File: src/rtl/plmb_pkg.sv
// Shared types, constants and the log2 table for the peak level meter core.
// No dependencies; every other file in rtl/ imports this package.
package plmb_pkg;

    // Default linear level width (Q1.(N-1), full scale is 1 << (N-1))
    localparam int PLMB_LEVEL_BITS = 16;

    // Log table: depth rounded down to a power of two
    localparam int LOG_TABLE_DEPTH = 64;
    localparam int TAB_BITS        = $clog2(LOG_TABLE_DEPTH + 1) - 1;
    localparam int TAB_SIZE        = 1 << TAB_BITS;
    localparam int LOG_FRAC_BITS   = 20;

    // log2 in Q20 to 1/16 dB: 96.3296 * 2^24, result scaled by 2^-44
    localparam logic [30:0] DB_SCALE    = 31'd1616142483;
    localparam int          DB_SHIFT    = 44;

    // dB word widths: instant value (pre-saturation) and average
    localparam int INST_W = 13;
    localparam int AVG_W  = 12;

    localparam logic signed [INST_W-1:0] SILENCE_DB16 = -13'sd1920;
    localparam logic signed [AVG_W-1:0]  IDLE_DB16    = -12'sd960;

    // EMA of about 0.1: (|d| * 205 + 1024) >> 11
    localparam int EMA_GAIN  = 205;
    localparam int EMA_ROUND = 1024;
    localparam int EMA_SHIFT = 11;

    // Configuration port
    localparam int CFG_IDX_W  = 3;
    localparam int CFG_DATA_W = 8;

    typedef enum logic [CFG_IDX_W-1:0] {
        CFG_SNAP_MODE       = 3'd0,
        CFG_CLIP_HOLD_TICKS = 3'd1,
        CFG_TARGET_LOW_DB   = 3'd2,
        CFG_TARGET_HIGH_DB  = 3'd3,
        CFG_ROUTING_READOUT = 3'd4
    } plmb_cfg_idx_t;

    typedef struct packed {
        logic              snap_mode;
        logic [7:0]        clip_hold_ticks;
        logic signed [6:0] target_low_db;
        logic signed [6:0] target_high_db;
        logic              routing_readout;
    } plmb_cfg_t;

    localparam plmb_cfg_t CFG_RESET = '{
        snap_mode:       1'b0,
        clip_hold_ticks: 8'd45,
        target_low_db:   -7'sd18,
        target_high_db:  -7'sd12,
        routing_readout: 1'b0
    };

    // Status tag codes
    typedef enum logic [2:0] {
        TAG_CLIP    = 3'd0,
        TAG_ROUTING = 3'd1,
        TAG_IN_BAND = 3'd2,
        TAG_IDLE    = 3'd3,
        TAG_LOW     = 3'd4,
        TAG_HOT     = 3'd5
    } plmb_tag_t;

    // Per-stage load strobes, one per pipeline register bank
    typedef struct packed {
        logic hold;   // level/clip state
        logic conv;   // log lookup and partial products
        logic db;     // instant dB
        logic avg;    // smoothed dB state
        logic rpt;    // result register
    } plmb_load_t;

    typedef logic [TAB_SIZE-1:0][LOG_FRAC_BITS-1:0] log_tab_t;

    // log2(1 + i/2^b) in Q30 by repeated squaring, truncated to Q20
    function automatic log_tab_t build_log_tab();
        log_tab_t    tab;
        logic [63:0] x;
        logic [30:0] y;
        for (int i = 0; i < TAB_SIZE; i++) begin
            x = 64'(TAB_SIZE + i) << (30 - TAB_BITS);
            y = '0;
            for (int k = 1; k <= 30; k++) begin
                x = (x * x) >> 30;
                if (x >= (64'd2 << 30)) begin
                    x = x >> 1;
                    y[30-k] = 1'b1;
                end
            end
            tab[i] = y[29:10];
        end
        return tab;
    endfunction

    localparam log_tab_t LOG_TAB = build_log_tab();

    // Clamp a widened dB value into the average range
    function automatic logic signed [AVG_W-1:0] sat_avg(input logic signed [INST_W:0] v);
        logic signed [INST_W:0] hi;
        logic signed [INST_W:0] lo;
        hi = (INST_W+1)'(2047);
        lo = -(INST_W+1)'(2048);
        if (v > hi)
            return AVG_W'(hi);
        else if (v < lo)
            return AVG_W'(lo);
        else
            return AVG_W'(v);
    endfunction

endpackage

File: src/rtl/plmb_db.sv
// Linear level to 1/16 dB: leading-one search, log2 table, scaled by a
// split constant multiply over two register stages. Depends on plmb_pkg.
module plmb_db
    import plmb_pkg::*;
#(
    parameter int LEVEL_BITS = PLMB_LEVEL_BITS
)
(
    input  logic                     clk,
    input  plmb_load_t               ld,
    input  logic [LEVEL_BITS-1:0]    held_level_in,
    input  logic                     clip_in,
    output logic signed [INST_W-1:0] inst_db,
    output logic [LEVEL_BITS-1:0]    held_level,
    output logic                     clip_latched
);

    localparam int EW   = $clog2(LEVEL_BITS);
    localparam int VW   = EW + 1 + LOG_FRAC_BITS;
    localparam int PHW  = VW + 16;
    localparam int PLW  = VW + 17;
    localparam int PW   = VW + 32;

    localparam logic signed [15:0] K_HI     = {1'b0, DB_SCALE[30:16]};
    localparam logic signed [16:0] K_LO     = {1'b0, DB_SCALE[15:0]};
    localparam logic signed [PW-1:0] HALF_LSB = PW'(1) << (DB_SHIFT - 1);

    logic [EW-1:0]            msb_pos;
    logic [EW-1:0]            norm_shift;
    logic [LEVEL_BITS-1:0]    norm;
    logic [TAB_BITS-1:0]      tab_idx;
    logic signed [EW:0]       exp_off;
    logic signed [VW-1:0]     log2_val;

    logic signed [PHW-1:0]    prod_hi_reg;
    logic signed [PLW-1:0]    prod_lo_reg;
    logic                     silent_reg;
    logic [LEVEL_BITS-1:0]    level_c_reg;
    logic                     clip_c_reg;

    logic signed [PW-1:0]     db_sum;
    logic signed [PW-1:0]     db_shifted;
    logic signed [INST_W-1:0] inst_next;

    logic signed [INST_W-1:0] inst_reg;
    logic [LEVEL_BITS-1:0]    level_d_reg;
    logic                     clip_d_reg;

    // Leading one, normalize, table index and Q20 log2
    always_comb
    begin
        msb_pos = '0;
        for (int i = 0; i < LEVEL_BITS; i++)
        begin
            if (held_level_in[i])
                msb_pos = EW'(i);
        end
        norm_shift = EW'(LEVEL_BITS - 1) - msb_pos;
        norm       = held_level_in << norm_shift;
        tab_idx    = norm[LEVEL_BITS-2 -: TAB_BITS];
        exp_off    = (EW+1)'(msb_pos) - (EW+1)'(LEVEL_BITS - 1);
        log2_val   = {exp_off, LOG_TAB[tab_idx]};
    end

    // Stage: partial products of the dB scale
    always_ff @(posedge clk)
    begin
        if (ld.conv)
        begin
            prod_hi_reg <= PHW'(log2_val) * PHW'(K_HI);
            prod_lo_reg <= PLW'(log2_val) * PLW'(K_LO);
            silent_reg  <= (held_level_in == '0);
            level_c_reg <= held_level_in;
            clip_c_reg  <= clip_in;
        end
    end

    // Recombine, round half up, silence floor
    always_comb
    begin
        db_sum     = (PW'(prod_hi_reg) <<< 16) + PW'(prod_lo_reg) + HALF_LSB;
        db_shifted = db_sum >>> DB_SHIFT;
        inst_next  = silent_reg ? SILENCE_DB16 : db_shifted[INST_W-1:0];
    end

    // Stage: instant dB
    always_ff @(posedge clk)
    begin
        if (ld.db)
        begin
            inst_reg    <= inst_next;
            level_d_reg <= level_c_reg;
            clip_d_reg  <= clip_c_reg;
        end
    end

    assign inst_db      = inst_reg;
    assign held_level   = level_d_reg;
    assign clip_latched = clip_d_reg;

endmodule

File: config.mk
export PLATFORM = sky130hd
export DESIGN_NAME = plmb_db
export DESIGN_NICKNAME = d
export VERILOG_FILES = /design/src/rtl/plmb_pkg.sv /design/src/rtl/plmb_db.sv
export SDC_FILE = /design/constraint.sdc
export NUM_CORES = 1
export LEC_CHECK = 0
export BUFFER_PORTS_ARGS = -buffer_cell sky130_fd_sc_hd__buf_2
export CORE_MARGIN = 2
export CORE_UTILIZATION = 45
export DETAILED_ROUTE_END_ITERATION = 8
export GPL_TIMING_DRIVEN = 0
export MAX_ROUTING_LAYER = met4
export PLACE_DENSITY = 0.62
export SYNTH_ARGS = -nofsm -noshare
export SYNTH_HDL_FRONTEND = slang
export SYNTH_SLANG_ARGS = --single-unit
File: constraint.sdc
create_clock -name clk -period 23.5 [get_ports clk]
set_input_delay 1.175 -clock clk [delete_from_list [all_inputs] [get_ports clk]]
set_output_delay 1.175 -clock clk [all_outputs]
set_load 0.01 [all_outputs]
[After elaboration in Yosys (flattened, before gate mapping)]
Memory sizes are Yosys's and may differ from the RTL's.
Index checks and enable logic that the tools add are counted.
Operators by class
  shifts and indexed selects: 1
  $lt $le $gt $ge: 1
  reductions and logical operators: 1
  $add $sub $neg: 4
  multipliers: 2
  multiplexer cells: 16
Operators by type and width (number)
  $add A57 B41 Y57: 1
  $add A57 B45 Y57 const B: 1
  $mux W4: 12
  $mul A25 B16 Y41 const B: 1
  $mul A25 B14 Y39 const B: 1
  $mux W20: 1
  $logic_not A16 Y1: 1
  $shl A16 B4 Y15: 1
  $lt A6 B7 Y1 const B: 1
  $sub A4 B4 Y5 const B: 1
  $mux W2: 2
  $sub A4 B4 Y4 const A: 1
  $mux W1: 1
Storage, ports and cells
  flip-flop bits (word level): 128
  memories: 1
  input port bits: 23
  bits in read-only memories: 1280
  output and inout bits: 30
Memories
  (no name shown): words 64, width 20, rd ports 1, clocked after memory_dff 0, wr ports 0, line plmb_db.sv:62  | log2_val = {exp_off, LOG_TAB[tab_idx]};

[Depth between registers and ports, before layout]
Gate-level depths: netlist of run 1.
  word-level depth: 20
  gate-level depth with buffers: 39
  mapped depth without buffers: 36

[Worst setup path after synthesis of run 1]
OpenSTA, ideal clock, no wires.
  kind: input port to flip-flop
  start point: in held_level_in[13]
  end point: reg prod_lo_reg[40] (netlist name)
  setup slack: 12.849 ns
  cell stages on the path: 33
  setup time: 0.260 ns
  arrival: 10.391 ns
  path buffers: 4
  cell sequence: buf_2 > and2b_1 > a211oi_2 > or2_1 > buf_4 > nand2_2 > inv_1 > a21oi_1 > o221a_2 > nand2_1 > clkbuf_1 > ha_1 > clkbuf_1 > o22ai_1 > o311ai_0 > ha_1 > ha_1 > fa_1 > fa_1 > inv_1 > fa_1 > fa_1 > inv_1 > ha_1 > a21o_1 > a21oi_1 > o21ai_0 > o21ai_0 > a211oi_1 > o31a_1 > or4_1 > a31oi_1 > xnor2_1
Between the ends
  longest elaborated chain between the ends: 8
  elaborated cells between the ends (all ways): 9
  classes of those cells: add/sub (2); mul (1); shift (1); mux (4); memory (1)
Ends and longest elaborated chain
  from (decl): line plmb_db.sv:11  | input logic [LEVEL_BITS-1:0] held_level_in,
  $mux W4 (3 in a row): line plmb_db.sv:55  | if (held_level_in[i])
  $sub A4 B4 Y4: line plmb_db.sv:58  | norm_shift = EW'(LEVEL_BITS - 1) - msb_pos;
  $shl A16 B4 Y15: line plmb_db.sv:59  | norm = held_level_in << norm_shift;
  $mem_v2 Z64 W20
  $mux W20 (implied by the code): line plmb_db.sv:62
  $mul A25 B16 Y41 *: line plmb_db.sv:71  | prod_lo_reg <= PLW'(log2_val) * PLW'(K_LO);
Mark *: on every way between the ends. The rest lies on a longest branch, timed or not. The select of a mux whose other input is x is not followed.
A chain may end at the register's enable or synchronous reset.

[Final worst setup path of run 1]
  start point: in held_level_in[13]
  end point: reg prod_lo_reg[40] (netlist name)
Between the ends
  longest elaborated chain between the ends: 8
  elaborated cells between the ends (all ways): 9
  classes of those cells: add/sub (2); mul (1); shift (1); mux (4); memory (1)
Ends and longest elaborated chain (line)
  $mux W4 (3 in a row): plmb_db.sv:55
  $sub A4 B4 Y4: plmb_db.sv:58
  $shl A16 B4 Y15: plmb_db.sv:59
  $mem_v2 Z64 W20
  $mux W20 (implied by the code): plmb_db.sv:62
  $mul A25 B16 Y41 *: plmb_db.sv:71
Marks and branches as above.

==> results of run 1 <==
-- critical path, delay by kind of cell --
family                     cells  cell delay, ps
AOI/OAI and AO/OA             12            3750
adders and majority gates      8            3350
buffers and inverters          9            2190
xor gates and xnor gates       1             100
and+or+nand+nor                8            2620
-- cell usage after synthesis (all sizes together), types with 10 or more instances --
cell	instances	share of area
xor2	25	0.012
a31oi	21	0.0072
xnor2	63	0.030
fa	156	0.17
nand2b	14	0.0048
nor2	89	0.018
o21ai	85	0.023
buf	27	0.0090
o21bai	10	0.0041
edfxtp	110	0.18
a21oi	93	0.025
nand2	79	0.016
clkbuf	21	0.0044
nor3	26	0.0071
ha	403	0.28
o211ai	21	0.0089
a21o	30	0.012
o21a	20	0.0082
inv	357	0.073
a211oi	27	0.011
mux2i	11	0.0060
nand3	20	0.0055
-- stage by stage --
stage | area, µm² | setup slack [ps]
after floorplan | 18300 | 12850
after CTS | 19700 | 10340
after detailed placement | 19400 | 9950
final | 19700 | 10410
after global placement | 19200 | 7620
after global routing | 19700 | 9640
-- final cells by class --
class | count | area (µm²)
Fill cell | 3766 | 20200
Buffer | 48 | 248
Clock buffer | 9 | 225
Inverter | 358 | 1340
Timing Repair Buffer | 59 | 352
Sequential cell | 110 | 3300
Clock inverter | 7 | 75.1
Tap cell | 525 | 657
Multi-Input combinational cell | 1380 | 13500
-- how the worst min path moves through the flow --
| stage | from | end | cells after the start |
|---|---|---|---|
| after floorplan | clip_c_reg | clip_latched | 0 |
| after global placement | level_c_reg[6] | held_level[6] | 0 |
| after detailed placement | level_c_reg[2] | held_level[2] | 0 |
| after CTS | clip_c_reg | clip_latched | 0 |
| after global routing | clip_c_reg | clip_latched | 0 |
| final | clip_c_reg | clip_latched | 0 |
-- cell families (layout without fill, tap and decap cells) --
| kind of cell | after synthesis | after routing | synth area share |
|---|---|---|---|
| and+or+nand+nor | 296 | 296 | 0.0777 |
| AOI/OAI and AO/OA | 418 | 418 | 0.156 |
| muxes | 19 | 19 | 0.0109 |
| xor gates and xnor gates | 88 | 88 | 0.0421 |
| DFF | 110 | 110 | 0.180 |
| adders and majority gates | 559 | 559 | 0.446 |
| buffers and inverters | 406 | 481 | 0.0867 |
-- layer usage --
layer	track usage	wire length [µm]
met1	0.339	23400
met2	0.385	21500
met3	0.0364	2750
met4	0.0516	941
met5	-	0
==> results.py, run 1 <==
metrics = {
    "grt": {
        "antenna_found_initial": 0,
        "grt_pass1_vias": 14100,
        "overflow": 0,
        "grt_use_total": 0.246,
        "grt_max_degree": 68,
        "grt_pass1_wl_um": 77900,
    },
    "logic_synthesis": {
        "synthArstFlopShare": 0,
        "ys_ff_latch": 110,
        "ys_types": 84,
        "seq_area_frac_synth": 0.180,
        "syn-cell-area_um2": 18300,
        "synth_top_flop_cell": "edfxtp_1",
        "synth_edf_count": 110,
        "syn_nets": 2478,
        "synthCells": 1896,
        "syn_area_per_cell_um2": 9.66,
        "ys.warnings.count": 0,
    },
    "timing": {
        "rsz0062_at_grt": "no",
        "timing.hold.ws_ps": 418,
        "clock_skew_ps": 14.9,
        "drv_slew": 0,
        "setup_viol": 0,
        "period_share": 0.557,
        "fin_setup_tns_ps": 0,
        "fin_crit_ps": 13090,
        "fmaxAchievable_mhz": 76.4,
        "worst_pin_slew_ps": 1410,
        "relSlewSlack": 0.0606,
        "hold_violations": 0,
    },
    "cts": {
        "cts-resized-gates": 0,
        "worstSkewPairLatency_ps": 370,
        "post_cts_buffers": 0,
        "clk_path_buf_depth": 2,
        "cts_tree": "yes",
        "h-tree-depth": 3,
        "cts.sinks": 110,
        "ctsHoldBuffers": 0,
        "cts_inserted_buffers": 9,
        "cts-root-buf": "clkbuf_16",
        "path_clk_slew_ps": 90,
    },
    "critical_path": {
        "worst_path_max_delay_cell": "a21oi_1",
        "worstPathRequired_ps": 23630,
        "ff2ff_setup_slack_ps": 19070,
        "end_kind": "flip-flop",
        "cpPeakStageDelay_ps": 1100,
        "rr_endpoint": "inst_db[12]",
        "endpoint": "prod_lo_reg[40]",
        "worst_ep_arrival_time_ps": 13220,
        "r2r-start": "prod_lo_reg[20]",
        "crit_type": "in2reg",
        "reg2reg_depth": 12,
        "crit_start": "held_level_in[13]",
        "cp-start-kind": "input pin",
        "cp_max_fo": 13,
    },
    "routing": {
        "dr.pass1.iters": 7,
        "wl_um": 48600,
        "wl_per_cell_um": 19.5,
        "first_iter_violations": 989,
        "post-route-drc-count": 0,
        "drtAntennaViolNets": 0,
        "dr_total_vias": 14100,
        "vias_per_cell": 5.63,
    },
    "layout": {
        "largest_reg_flops": 38,
        "drive_gt1_frac": 0.0720,
        "n_antenna_cell": 0,
        "fin_nets": 2548,
        "fin_cells": 2496,
        "syn2layout_area_growth_pct": 7.43,
        "fin_util": 0.493,
        "final_cell_mix": "ha_1 (403), inv_1 (357), fa_1 (156)",
        "final_common_cell": "ha_1",
    },
    "placement": {
        "gp_congestion": 0.973,
        "dp_hpwl_um": 39000,
        "dp.cells": 2480,
        "numPortBuffers": 49,
    },
    "flow_run": {
        "cap_violations": 0,
    },
    "floorplanning": {
        "core_um2": 39900,
        "die_height_um": 206,
        "start_util": 0.459,
        "ios": 53,
        "die_x_um": 206,
        "die_area_um2": 42300,
        "core.rowCount": 73,
    },
    "hold_path": {
        "holdCritPathClass": "reg2reg",
    },
    "outcome": {
        "status": "finished clean",
    },
}
Power of run 1 is not shown: default switching activity piles up to over one toggle a cycle in this logic, so the estimate is an artifact.
==> inputs of run 2 (changes only) <==
--- a/config.mk
+++ b/config.mk
@@ -11,7 +11,7 @@
 export DETAILED_ROUTE_END_ITERATION = 8
 export GPL_TIMING_DRIVEN = 0
 export MAX_ROUTING_LAYER = met4
-export PLACE_DENSITY = 0.62
+export PLACE_DENSITY = 0.64
 export SYNTH_ARGS = -nofsm -noshare
 export SYNTH_HDL_FRONTEND = slang
 export SYNTH_SLANG_ARGS = --single-unit
==> constraint.sdc (replaced) <==
create_clock -name clk -period 10.9 [get_ports clk]
set_input_delay 0.545 -clock clk [delete_from_list [all_inputs] [get_ports clk]]
set_output_delay 0.545 -clock clk [all_outputs]
set_load 0.01 [all_outputs]
==> run 2 against run 1 <==
  * Via count up 0.69%
  * First-iteration DRC count shrank 8.8%
  * Critical path type unchanged
  * Hold slack got worse by 53 ps
  * Core utilization increased by 0.70 points
==> results.py, run 2 (synthesized netlist as in run 1, its figures left out) <==
metrics = {
    "outcome": {
        "status": "finished clean",
    },
    "placement": {
        "dp_hpwl_um": 38000,
        "gp_congestion": 0.943,
        "numPortBuffers": 49,
    },
    "timing": {
        "hold_violations": 0,
        "setup_viol": 0,
        "timing.hold.ws_ps": 365,
        "relSlewSlack": 0.281,
        "rsz0062_at_grt": "no",
        "clock_skew_ps": 16.9,
        "fmaxAchievable_mhz": 96.3,
        "worst_pin_slew_ps": 1080,
        "drv_slew": 0,
        "period_share": 0.953,
        "fin_crit_ps": 10390,
    },
    "critical_path": {
        "crit_start": "held_level_in[7]",
        "cp_common_cell": "ha_1",
        "crit_type": "in2reg",
        "cpPeakStageDelay_ps": 840,
        "worst_ep_arrival_time_ps": 10490,
        "cp_max_fo": 13,
        "r2r-start": "prod_hi_reg[4]",
        "cp-start-kind": "input pin",
        "worst_path_max_delay_cell": "nor4_2",
        "worstPathRequired_ps": 11010,
        "end_kind": "flip-flop",
    },
    "grt": {
        "antenna_found_initial": 0,
        "overflow": 0,
        "grt_pass1_wl_um": 76300,
        "grt_use_total": 0.241,
        "grt_pass1_vias": 14000,
        "grt_max_degree": 67,
    },
    "routing": {
        "dr.pass1.iters": 7,
        "wl_um": 47900,
        "first_iter_violations": 902,
        "vias_per_cell": 5.65,
        "wl_met1_um": 22700,
        "drtAntennaViolNets": 0,
        "wl_per_cell_um": 19.1,
        "top_layer": "met4",
        "wl_met2_um": 21200,
        "post-route-drc-count": 0,
        "dr_wl_met3_um": 2810,
        "dr_total_vias": 14200,
    },
    "cts": {
        "h-tree-depth": 3,
        "cts_inserted_buffers": 9,
        "cts-root-buf": "clkbuf_16",
        "clk_path_buf_depth": 2,
        "worstSkewPairLatency_ps": 370,
        "cts.sinks": 110,
        "cts_tree": "yes",
        "path_clk_slew_ps": 80,
    },
    "floorplanning": {
        "die_height_um": 206,
        "die_x_um": 206,
        "ios": 53,
        "die_area_um2": 42300,
        "core.rowCount": 73,
        "start_util": 0.459,
        "core_um2": 39900,
    },
    "flow_run": {
        "cap_violations": 0,
    },
    "layout": {
        "final_cell_mix": "ha_1 (402), inv_1 (356), fa_1 (156)",
        "drive_gt1_frac": 0.0913,
        "fin_nets": 2559,
        "final_common_cell": "ha_1",
        "largest_reg_flops": 38,
        "n_antenna_cell": 0,
        "syn2layout_area_growth_pct": 8.96,
    },
    "hold_path": {
        "holdCritPathClass": "in2reg",
        "min_from": "clip_in",
    },
}
run 2: path summary, 6_finish.rpt:
path	slack, ps	end	depth (start not counted)
max	510	prod_hi_reg[39]	36
min	360	clip_c_reg	1
min reg2reg	420	held_level[3]	0
max reg2reg	6450	inst_db[12]	12
run 2: per-stage QoR:
step	cells	TNS, ps	instance area (µm²)	setup WS [ps]	util
3_5_place_dp	2482	-27140	19400	-1600	0.486
4_1_cts	2502	0	19800	65.5	0.496
5_1_grt	2507	0	20000	2.49	0.500
2_1_floorplan	1896	0	18300	879	-
6_report	2507	0	20000	515	0.500
3_3_place_gp	2470	-119730	19200	-4230	0.481
run 2: area by class of cell:
class,instances,area (µm²)
fill,3664,20000
clock buffer,9,225
clock inverter,7,75.1
sequential,110,3300
timing repair buffer,71,457
tap,525,657
buffer,47,259
inverter,358,1350
multi-input combinational,1380,13600
run 2: worst max-delay path: cells and delay by family:
family	cells	cell delay [ps]
compound gates	15	3910
simple gates	6	1680
buf+inv	7	990
fa+ha+maj	8	3340
run 2: what timing repair did:
action                                  CTS  global route
hold buffers                              0             0
pin swaps                                 1             5
resized for setup                        17            32
gates cloned                              0             0
endpoints found under the setup margin   32            12
buffers inserted                          5             5
run 2: per-layer routing:
layer  up-vias  track usage
met4         0       0.0599
met5         -            -
met2       420        0.371
li1       6802            -
met1      6866        0.335
met3        73       0.0329
Power of run 2 is left out for the same reason.
