===== config.mk =====
export PLATFORM = sky130hd
export DESIGN_NAME = plmb_ema
export DESIGN_NICKNAME = d
export VERILOG_FILES = /design/src/rtl/plmb_pkg.sv /design/src/rtl/plmb_ema.sv
export SDC_FILE = /design/constraint.sdc
export NUM_CORES = 1
export LEC_CHECK = 0
export BUFFER_PORTS_ARGS = -buffer_cell sky130_fd_sc_hd__buf_2
export CORE_ASPECT_RATIO = 1.25
export CORE_MARGIN = 2
export CORE_UTILIZATION = 55
export CTS_CLUSTER_DIAMETER = 200
export DETAILED_ROUTE_END_ITERATION = 12
export PLACE_DENSITY = 0.79
export REMOVE_ABC_BUFFERS = 1
export SYNTH_ARGS = -nofsm -noshare
export SYNTH_HDL_FRONTEND = slang
export SYNTH_SLANG_ARGS = --single-unit

===== constraint.sdc =====
create_clock -name clk -period 20.4 [get_ports clk]
set_input_delay 4.08 -clock clk [delete_from_list [all_inputs] [get_ports clk]]
set_output_delay 4.08 -clock clk [all_outputs]
set_load 0.05 [all_outputs]

===== src/rtl/plmb_pkg.sv =====
// Shared types, constants and the log2 table for the peak level meter core.
// No dependencies; every other file in rtl/ imports this package.
package plmb_pkg;

    // Default linear level width (Q1.(N-1), full scale is 1 << (N-1))
    localparam int PLMB_LEVEL_BITS = 16;

    // Log table: depth rounded down to a power of two
    localparam int LOG_TABLE_DEPTH = 64;
    localparam int TAB_BITS        = $clog2(LOG_TABLE_DEPTH + 1) - 1;
    localparam int TAB_SIZE        = 1 << TAB_BITS;
    localparam int LOG_FRAC_BITS   = 20;

    // log2 in Q20 to 1/16 dB: 96.3296 * 2^24, result scaled by 2^-44
    localparam logic [30:0] DB_SCALE    = 31'd1616142483;
    localparam int          DB_SHIFT    = 44;

    // dB word widths: instant value (pre-saturation) and average
    localparam int INST_W = 13;
    localparam int AVG_W  = 12;

    localparam logic signed [INST_W-1:0] SILENCE_DB16 = -13'sd1920;
    localparam logic signed [AVG_W-1:0]  IDLE_DB16    = -12'sd960;

    // EMA of about 0.1: (|d| * 205 + 1024) >> 11
    localparam int EMA_GAIN  = 205;
    localparam int EMA_ROUND = 1024;
    localparam int EMA_SHIFT = 11;

    // Configuration port
    localparam int CFG_IDX_W  = 3;
    localparam int CFG_DATA_W = 8;

    typedef enum logic [CFG_IDX_W-1:0] {
        CFG_SNAP_MODE       = 3'd0,
        CFG_CLIP_HOLD_TICKS = 3'd1,
        CFG_TARGET_LOW_DB   = 3'd2,
        CFG_TARGET_HIGH_DB  = 3'd3,
        CFG_ROUTING_READOUT = 3'd4
    } plmb_cfg_idx_t;

    typedef struct packed {
        logic              snap_mode;
        logic [7:0]        clip_hold_ticks;
        logic signed [6:0] target_low_db;
        logic signed [6:0] target_high_db;
        logic              routing_readout;
    } plmb_cfg_t;

    localparam plmb_cfg_t CFG_RESET = '{
        snap_mode:       1'b0,
        clip_hold_ticks: 8'd45,
        target_low_db:   -7'sd18,
        target_high_db:  -7'sd12,
        routing_readout: 1'b0
    };

    // Status tag codes
    typedef enum logic [2:0] {
        TAG_CLIP    = 3'd0,
        TAG_ROUTING = 3'd1,
        TAG_IN_BAND = 3'd2,
        TAG_IDLE    = 3'd3,
        TAG_LOW     = 3'd4,
        TAG_HOT     = 3'd5
    } plmb_tag_t;

    // Per-stage load strobes, one per pipeline register bank
    typedef struct packed {
        logic hold;   // level/clip state
        logic conv;   // log lookup and partial products
        logic db;     // instant dB
        logic avg;    // smoothed dB state
        logic rpt;    // result register
    } plmb_load_t;

    typedef logic [TAB_SIZE-1:0][LOG_FRAC_BITS-1:0] log_tab_t;

    // log2(1 + i/2^b) in Q30 by repeated squaring, truncated to Q20
    function automatic log_tab_t build_log_tab();
        log_tab_t    tab;
        logic [63:0] x;
        logic [30:0] y;
        for (int i = 0; i < TAB_SIZE; i++) begin
            x = 64'(TAB_SIZE + i) << (30 - TAB_BITS);
            y = '0;
            for (int k = 1; k <= 30; k++) begin
                x = (x * x) >> 30;
                if (x >= (64'd2 << 30)) begin
                    x = x >> 1;
                    y[30-k] = 1'b1;
                end
            end
            tab[i] = y[29:10];
        end
        return tab;
    endfunction

    localparam log_tab_t LOG_TAB = build_log_tab();

    // Clamp a widened dB value into the average range
    function automatic logic signed [AVG_W-1:0] sat_avg(input logic signed [INST_W:0] v);
        logic signed [INST_W:0] hi;
        logic signed [INST_W:0] lo;
        hi = (INST_W+1)'(2047);
        lo = -(INST_W+1)'(2048);
        if (v > hi)
            return AVG_W'(hi);
        else if (v < lo)
            return AVG_W'(lo);
        else
            return AVG_W'(v);
    endfunction

endpackage


===== src/rtl/plmb_ema.sv =====
// dB smoothing (EMA state), whole-dB rounding and status tag, plus the
// result register. Depends on plmb_pkg.
module plmb_ema
    import plmb_pkg::*;
#(
    parameter int LEVEL_BITS = PLMB_LEVEL_BITS
)
(
    input  logic                     clk,
    input  logic                     rst_n,
    input  plmb_load_t               ld,
    input  plmb_cfg_t                cfg,
    input  logic signed [INST_W-1:0] inst_db,
    input  logic [LEVEL_BITS-1:0]    held_level_in,
    input  logic                     clip_in,
    output logic [LEVEL_BITS-1:0]    held_level,
    output logic                     clip_latched,
    output logic signed [AVG_W-1:0]  smoothed_db,
    output logic signed [7:0]        rounded_db,
    output logic [2:0]               status_tag
);

    localparam int SCW    = INST_W + 9;
    localparam int STEP_W = SCW - EMA_SHIFT;

    logic signed [AVG_W-1:0]  db_average_reg, db_average_next;
    logic [LEVEL_BITS-1:0]    level_a_reg;
    logic                     clip_a_reg;

    logic signed [INST_W:0]   diff;
    logic [INST_W-1:0]        mag;
    logic [SCW-1:0]           scaled;
    logic [STEP_W-1:0]        step;
    logic signed [INST_W:0]   step_s;
    logic signed [INST_W:0]   ema_sum;

    logic signed [AVG_W-1:0]  low16;
    logic signed [AVG_W-1:0]  high16;
    logic signed [AVG_W:0]    rnd_sum;
    logic signed [AVG_W:0]    rnd_shift;
    plmb_tag_t                tag_next;

    logic [LEVEL_BITS-1:0]    level_r_reg;
    logic                     clip_r_reg;
    logic signed [AVG_W-1:0]  smoothed_r_reg;
    logic signed [7:0]        rounded_r_reg;
    plmb_tag_t                tag_r_reg;

    // EMA step, or snap straight to the instant value
    always_comb
    begin
        diff    = (INST_W+1)'(inst_db) - (INST_W+1)'(db_average_reg);
        mag     = diff[INST_W] ? INST_W'(-diff) : INST_W'(diff);
        scaled  = SCW'(mag) * SCW'(EMA_GAIN) + SCW'(EMA_ROUND);
        step    = scaled[SCW-1:EMA_SHIFT];
        step_s  = $signed((INST_W+1)'(step));
        ema_sum = (INST_W+1)'(db_average_reg) + (diff[INST_W] ? -step_s : step_s);
        if (cfg.snap_mode)
            db_average_next = sat_avg((INST_W+1)'(inst_db));
        else
            db_average_next = sat_avg(ema_sum);
    end

    // Stage: smoothed dB state
    always_ff @(posedge clk or negedge rst_n)
    begin
        if (!rst_n)
            db_average_reg <= '0;
        else if (ld.avg)
            db_average_reg <= db_average_next;
    end

    always_ff @(posedge clk)
    begin
        if (ld.avg)
        begin
            level_a_reg <= held_level_in;
            clip_a_reg  <= clip_in;
        end
    end

    // Rounding and band classification on the updated average
    always_comb
    begin
        low16     = AVG_W'($signed({cfg.target_low_db, 4'd0}));
        high16    = AVG_W'($signed({cfg.target_high_db, 4'd0}));
        rnd_sum   = (AVG_W+1)'(db_average_reg) + (AVG_W+1)'(8);
        rnd_shift = rnd_sum >>> 4;

        if (clip_a_reg)
            tag_next = TAG_CLIP;
        else if (cfg.routing_readout)
            tag_next = TAG_ROUTING;
        else if (db_average_reg >= low16 && db_average_reg <= high16)
            tag_next = TAG_IN_BAND;
        else if (db_average_reg < IDLE_DB16)
            tag_next = TAG_IDLE;
        else if (db_average_reg < low16)
            tag_next = TAG_LOW;
        else
            tag_next = TAG_HOT;
    end

    // Stage: result register
    always_ff @(posedge clk)
    begin
        if (ld.rpt)
        begin
            level_r_reg    <= level_a_reg;
            clip_r_reg     <= clip_a_reg;
            smoothed_r_reg <= db_average_reg;
            rounded_r_reg  <= rnd_shift[7:0];
            tag_r_reg      <= tag_next;
        end
    end

    assign held_level   = level_r_reg;
    assign clip_latched = clip_r_reg;
    assign smoothed_db  = smoothed_r_reg;
    assign rounded_db   = rounded_r_reg;
    assign status_tag   = tag_r_reg;

endmodule


Word-level counts from Yosys, hierarchy flattened
Index checks and enable logic that the tools add are counted.
{ "totals": {"word_cells": 39, "regBits": 69} }
{ "op_classes": {"addsub": 6, "n_reduce_logical": 3, "mul": 1, "n_lt_le_gt_ge": 8, "muxes": 11} }
{ "ops": {"columns": ["cell", "n"], "rows": [
  ["$mux W12", 5],
  ["$add A21 B11 Y22 const B", 1],
  ["$mul A13 B8 Y21 const B", 1],
  ["$add A12 B14 Y14", 1],
  ["$gt A14 B12 Y1 const B", 1],
  ["$lt A14 B12 Y1 const B", 1],
  ["$mux W14", 1],
  ["$neg A11 Y14", 1],
  ["$sub A13 B12 Y14", 1],
  ["$gt A13 B12 Y1 const B", 1],
  ["$lt A13 B12 Y1 const B", 1],
  ["$mux W13", 1],
  ["$neg A13 Y13", 1],
  ["$add A12 B5 Y12 const B", 1],
  ["$ge A12 B11 Y1", 1],
  ["$le A12 B11 Y1", 1],
  ["$lt A12 B11 Y1", 1],
  ["$lt A12 B11 Y1 const B", 1],
  ["$mux W2", 2],
  ["$reduce_or A4 Y1", 1],
  ["$mux W1", 2],
  ["$reduce_or A2 Y1", 1],
  ["$logic_and A1 B1 Y1", 1]
]} }

Depth between registers and ports, before layout
Gate-level depths: netlist of run 1.
{ "depth": {"word_depth": 12, "depth_mapped": 46} }

Worst setup path after synthesis of run 1
Ideal clock, no wire load.
{ "synth_path": {"path_kind": "in2reg", "startpoint": "input port inst_db[0]", "endpoint": "register db_average_reg[10]", "path_slack_ns": 7.195, "setup_ns": 0.126, "path_buffers": 1, "cell_stages": 44, "required_ns": 20.274, "t_arrival_ns": 13.079, "path_cell_list": "inv_1 ha_1 inv_1 fa_1 a21o_1 a21oi_1 o21bai_1 a21oi_1 xnor2_1 nor4_1 nor3b_1 o21ai_1 nor4_1 mux2i_1 xor2_1 inv_1 ha_1 fa_1 [8 not listed] inv_1 a31oi_1 a21oi_1 xnor2_1 nor4b_4 a31oi_1 xnor2_1 ha_1 or2_2 a21oi_1 a21oi_1 a21o_1 a21oi_1 xnor2_1 xnor2_4 buf_6 a211oi_1 o32a_1"} }
{ "synth_between": {"elab_chain_cells": 12} }
{ "synth_lines": {"columns": ["element", "line", "text"], "rows": [
  ["from (decl)", "plmb_ema.sv:13", "input logic signed [INST_W-1:0] inst_db,"],
  ["$sub A13 B12 Y14", "plmb_ema.sv:52", "diff = (INST_W+1)'(inst_db) - (INST_W+1)'(db_average_reg);"],
  ["$neg A13 Y13", "plmb_ema.sv:53", "mag = diff[INST_W] ? INST_W'(-diff) : INST_W'(diff);"],
  ["$mux W13", "plmb_ema.sv:53", null],
  ["$mul A13 B8 Y21", "plmb_ema.sv:54", "scaled = SCW'(mag) * SCW'(EMA_GAIN) + SCW'(EMA_ROUND);"],
  ["$add A21 B11 Y22", "plmb_ema.sv:54", null],
  ["$neg A11 Y14", "plmb_ema.sv:57", "ema_sum = (INST_W+1)'(db_average_reg) + (diff[INST_W] ? -step_s : step_s);"],
  ["$mux W14", "plmb_ema.sv:57", null],
  ["$add A12 B14 Y14", "plmb_ema.sv:57", null],
  ["$lt A14 B12 Y1", "plmb_pkg.sv:109", "else if (v < lo)"],
  ["$mux W12", "plmb_pkg.sv:109", null],
  ["$mux W12", "plmb_pkg.sv:107", "if (v > hi)"],
  ["$mux W12 *", "plmb_ema.sv:58", "if (cfg.snap_mode)"],
  ["to (signal assigned)", "plmb_ema.sv:70", "db_average_reg <= db_average_next;"],
  ["to (decl)", "plmb_ema.sv:26", "logic signed [AVG_W-1:0] db_average_reg, db_average_next;"]
]} }
Mark *: on every way between the ends. The rest lies on a longest branch, timed or not.
A chain may end at the register's enable or synchronous reset.

Final worst setup path of run 1
{ "layout_path": {"startpoint": "input port inst_db[0]", "endpoint": "register db_average_reg[7]"} }
The elaborated chain is that of the path after synthesis.

==> results.json, run 1 <==
{
  "viasPerCell": 5.91,
  "io_pins": 101,
  "postCtsHoldBufs": 0,
  "max_slew.worst_pin.slew_ns": 0.954,
  "synth_edf_count": 57,
  "die_w_um": 105,
  "slowest_stage": "a2111oi_0",
  "antenna_found_initial": 0,
  "max-cap-violations": 0,
  "drtAntennaViolNets": 0,
  "ys_types": 74,
  "start_util": 0.558,
  "crit_path_max_fanout": 14,
  "hold_viol_final": 0,
  "area_delta_synth_final_pct": 12.7,
  "routed_wl_um": 16600,
  "clock.fmax_mhz": 67.2,
  "drt_pass1_iterations": 4,
  "num_vias": 5763,
  "root_buffer": "clkbuf_16",
  "ys_ff_latch": 69,
  "grt_pass1_vias": 5920,
  "worstRegToRegCells": 42,
  "worstHoldPathType": "reg -> reg",
  "drive_gt1_frac": 0.162,
  "fin_cells": 975,
  "cts-buffers-inserted": 9,
  "htreeDepth": 3,
  "cp_slowest_stage_delay_ns": 0.77,
  "cts_setup_buffers": 0,
  "finalInstanceArea_um2": 7930,
  "drcViolationCount": 0,
  "cts_max_path_buffers": 2,
  "num-nets-final": 994,
  "slew_headroom": 0.362,
  "reg2reg_from": "db_average_reg[0]",
  "core-area_um2": 12600,
  "reg2reg_slack_ns": 8.97,
  "cts-resized-gates": 0,
  "dieHeight_um": 130,
  "cts_tree": "yes",
  "finalSetupTns_ns": 0,
  "grt_overflow": 0,
  "critical_path_class": "in -> reg",
  "syn-instance-count": 712,
  "fp-row-count": 46,
  "synth_area_per_cell_um2": 9.88,
  "post_dp_cell_area_um2": 7640,
  "gp_congestion": 0.906,
  "cts.sinks": 69,
  "insertion_delay_ns": 0.32,
  "fillers": 1013,
  "arrival_ns": 15.13,
  "grt_max_degree": 41,
  "dieArea_um2": 13700,
  "setup_viol": 0,
  "dp.cells": 959,
  "grt_setup_unrepaired": "false",
  "grt_usage": 0.249,
  "dp_hpwl_um": 13700,
  "diodes": 0,
  "drtIter0Drc": 257,
  "netlist_area_um2": 7030,
  "critical_path.endpoint": "db_average_reg[7]",
  "cp.required_ns": 20.66,
  "cp-startpoint": "inst_db[0]",
  "finalMaxSlewViolations": 0,
  "ys_dominant_reg_cell": "edfxtp_1",
  "wl_per_cell_um": 17.0,
  "fin_crit_sh": 0.729,
  "status": "finished, final reports clean",
  "grt_pass1_wl_um": 27500,
  "port_buffers": 89,
  "async_reset_ff_frac": 0.174,
  "period_minus_slack_ns": 14.88,
  "path_clk_slew_ns": 0.05,
  "yosysWarnings": 0,
  "clock_skew_ns": 0.00677,
  "endpoint_kind": "flop",
  "worstReg2RegEnd": "db_average_reg[7]",
  "ys_seq_area_frac": 0.286,
  "critPathLaunchType": "input pin"
}
[cells by family (layout without fill, tap and decap cells)]
family	count (synthesis)	count (layout)	synth area share
AOI/OAI and AO/OA	180	180	0.193
xor gates and xnor gates	56	56	0.0724
adders and majority gates	133	133	0.265
buffers and inverters	111	206	0.0614
DFF	69	69	0.286
muxes	3	3	0.00605
and+or+nand+nor	160	160	0.116
[worst min path at each step]
stage / depth (start not counted) / from / end / slack [ns]
2_1_floorplan: 0 / level_a_reg[0] / held_level[0] / 0.40
5_1_grt: 0 / level_a_reg[14] / held_level[14] / 0.42
3_3_place_gp: 0 / level_a_reg[3] / held_level[3] / 0.40
6_report: 0 / level_a_reg[2] / held_level[2] / 0.42
4_1_cts: 0 / level_a_reg[2] / held_level[2] / 0.42
3_5_place_dp: 0 / level_a_reg[1] / held_level[1] / 0.41
[cells in the mapped netlist (5+ instances only)]
| cell type | count | area (um2) |
|---|---|---|
| o32a_1 | 9 | 90.1 |
| clkbuf_1 | 7 | 26.3 |
| nand2b_1 | 8 | 50.1 |
| a2111oi_0 | 5 | 43.8 |
| o21ai_0 | 39 | 195 |
| nor3_1 | 12 | 60.1 |
| xnor2_1 | 33 | 289 |
| a21oi_1 | 43 | 215 |
| dfrtp_1 | 12 | 300 |
| nor2_1 | 29 | 109 |
| a21o_1 | 15 | 113 |
| nand2_1 | 49 | 184 |
| xor2_1 | 22 | 193 |
| nand3_1 | 10 | 50.1 |
| ha_1 | 104 | 1300 |
| nor2b_1 | 17 | 106 |
| inv_1 | 100 | 375 |
| a211oi_1 | 10 | 75.1 |
| fa_1 | 27 | 541 |
| a31oi_1 | 5 | 31.3 |
| edfxtp_1 | 57 | 1710 |
| and3_1 | 5 | 31.3 |
| nand4_1 | 7 | 43.8 |
[cells in the final DEF, fill, tap and decap left out, drive strengths merged, types with 8 or more instances in the layout]
cell,Yosys,layout
buf,3,89
nand2,49,49
nor2,31,31
ha,104,104
inv,100,100
a21o,15,15
nand3,10,10
fa,27,27
xnor2,34,34
o21ai,43,43
xor2,22,22
a211oi,12,12
nor2b,17,17
a21oi,45,45
o32a,9,9
dfrtp,12,12
nand2b,8,8
clkbuf,7,9
nor3,13,13
edfxtp,57,57
[metal layers]
metal | wire length, um | up-vias | track usage | part of all wire
met5 | 0 | - | 0 | 0
met4 | 756 | 0 | 0.128 | 0.046
met3 | 739 | 57 | 0.0233 | 0.045
met2 | 8830 | 229 | 0.487 | 0.53
met1 | 6260 | 2734 | 0.268 | 0.38
li1 | - | 2743 | - | -
[layout make-up]
| class | instances | area (um2) | area share |
|---|---|---|---|
| multi-input combinational | 532 | 4590 | 0.579 |
| sequential | 69 | 2010 | 0.254 |
| timing repair buffer | 89 | 445 | 0.0562 |
| inverter | 101 | 379 | 0.0478 |
| clock buffer | 9 | 225 | 0.0284 |
| tap | 168 | 210 | 0.0265 |
| clock inverter | 7 | 66.3 | 0.00836 |
[metrics by stage]
step / utilization / setup WS, ns / hold slack, ns
finish: 0.629 / 5.52 / 0.416
global route: 0.629 / 4.80 / 0.425
CTS: 0.629 / 5.76 / 0.416
detailed placement: 0.606 / 5.49 / 0.405
global placement: 0.606 / 5.84 / 0.401
floorplan: - / 7.20 / 0.400
[critical path, delay by kind of cell]
family                   cells  cell delay (ns)
AO/OA/AOI/OAI               17             4.07
XOR/XNOR                     6             1.43
adder cells (fa/ha/maj)      8             2.94
buffers and inverters        7             0.57
multiplexers                 1             0.28
AND/OR/NAND/NOR              5             1.75
Power of run 1 is left out: the tool's default activity adds up to more than one toggle a clock period on the data nets, which glitch-free logic cannot reach.
==> run 2: changes to the inputs <==
==> constraint.sdc (replaced) <==
create_clock -name clk -period 15.1 [get_ports clk]
set_input_delay 3.02 -clock clk [delete_from_list [all_inputs] [get_ports clk]]
set_output_delay 3.02 -clock clk [all_outputs]
set_load 0.05 [all_outputs]
==> results.json, run 2 (same netlist as run 1, synthesis figures left out) <==
{
  "gp_congestion": 0.920,
  "status": "finished, final reports clean",
  "grt_pass1_vias": 5903,
  "max-cap-violations": 0,
  "final_common_cell": "ha_1",
  "hold_start": "level_a_reg[8]",
  "grt_overflow": 0,
  "insertion_delay_ns": 0.32,
  "routed_wl_um": 17000,
  "area_delta_synth_final_pct": 12.6,
  "postCtsHoldBufs": 0,
  "slowest_stage": "or4b_2",
  "grt_usage": 0.252,
  "drtIter0Drc": 254,
  "drtAntennaViolNets": 0,
  "grt_max_degree": 41,
  "critical_path_class": "in -> reg",
  "clock_skew_ns": 0.00506,
  "clock.fmax_mhz": 74.4,
  "root_buffer": "clkbuf_16",
  "die_w_um": 105,
  "grt_setup_unrepaired": "false",
  "period_minus_slack_ns": 13.43,
  "dieHeight_um": 130,
  "cts.sinks": 69,
  "cts_tree": "yes",
  "cp_top_family": "compound AO/OA/AOI/OAI gates",
  "dieArea_um2": 13700,
  "fin_ws_ns": 1.67,
  "grt_pass1_wl_um": 27700,
  "mostFrequentLayoutCells": "104 x ha_1, 100 x inv_1, 89 x buf_2",
  "core-area_um2": 12600,
  "fp-row-count": 46,
  "slew_headroom": 0.353,
  "finalSetupTns_ns": 0,
  "cts-buffers-inserted": 9,
  "hold_viol_final": 0,
  "viasPerCell": 5.91,
  "endpoint_kind": "flop",
  "wl_per_cell_um": 17.5,
  "dp_slack_ns": 1.57,
  "holdWs_ns": 0.416,
  "dp_hpwl_um": 13800,
  "antenna_found_initial": 0,
  "fillers": 1008,
  "diodes": 0,
  "cp-startpoint": "inst_db[0]",
  "crit_path_max_fanout": 14,
  "worstHoldPathType": "reg -> reg",
  "drive_gt1_frac": 0.160,
  "drcViolationCount": 0,
  "num_vias": 5764,
  "cts_max_path_buffers": 2,
  "path_clk_slew_ns": 0.05,
  "cp_slowest_stage_delay_ns": 0.66,
  "htreeDepth": 3,
  "max_slew.worst_pin.slew_ns": 0.967,
  "cp.required_ns": 15.35,
  "path_buf_inv": 4,
  "drt_pass1_iterations": 7,
  "port_buffers": 89,
  "cts_setup_buffers": 0,
  "fin_crit_sh": 0.890,
  "critPathLaunchType": "input pin",
  "io_pins": 101,
  "num-nets-final": 994,
  "start_util": 0.558,
  "setup_viol": 0,
  "reg2reg_from": "db_average_reg[11]",
  "arrival_ns": 13.69,
  "cts-resized-gates": 0,
  "finalMaxSlewViolations": 0
}
run 2: cell types whose count changed in the layout (fill, tap and decap cells not counted), sizes merged:
cell / change
clkinvlp: -1
clkbuf: +1
run 2: per-layer routing:
metal  routed length, um  track usage
met5                   0            0
met1                6620        0.267
met4                 595        0.105
met3                 610       0.0298
met2                9210        0.503
run 2: path summary, 6_finish.rpt:
path | endpoint | slack, ns | depth (start not counted)
setup reg to reg | db_average_reg[3] | 3.97 | 38
min in group asynchronous | db_average_reg[11] | 2.57 | 1
hold reg to reg | held_level[8] | 0.42 | 0
hold / removal | held_level[8] | 0.42 | 0
max in group asynchronous | db_average_reg[2] | 12.32 | 1
setup / recovery | db_average_reg[3] | 1.67 | 43
run 2: worst register-to-register path: cells and delay by family, from the launching register on:
kind,cells,cell delay [ns]
AO/OA/AOI/OAI,18,3.98
AND/OR/NAND/NOR,5,1.86
adder cells (fa/ha/maj),7,2.86
flip-flops,1,0.59
XOR/XNOR,5,1.41
buffers and inverters,3,0.36
run 2: metrics by stage:
stage | util | instances | area [um2]
global route | 0.628 | 975 | 7920
floorplan | - | 702 | 6980
detailed placement | 0.606 | 959 | 7640
CTS | 0.628 | 975 | 7920
global placement | 0.606 | 959 | 7640
finish | 0.628 | 975 | 7920
run 2: area by class of cell:
| class | instances | area, um2 | share of cell area |
|---|---|---|---|
| clock buffer | 10 | 229 | 0.0289 |
| clock inverter | 6 | 53.8 | 0.00679 |
| tap | 168 | 210 | 0.0265 |
| inverter | 101 | 379 | 0.0479 |
| timing repair buffer | 89 | 445 | 0.0562 |
| sequential | 69 | 2010 | 0.254 |
| multi-input combinational | 532 | 4590 | 0.580 |
Power of run 2 is left out for the same reason.
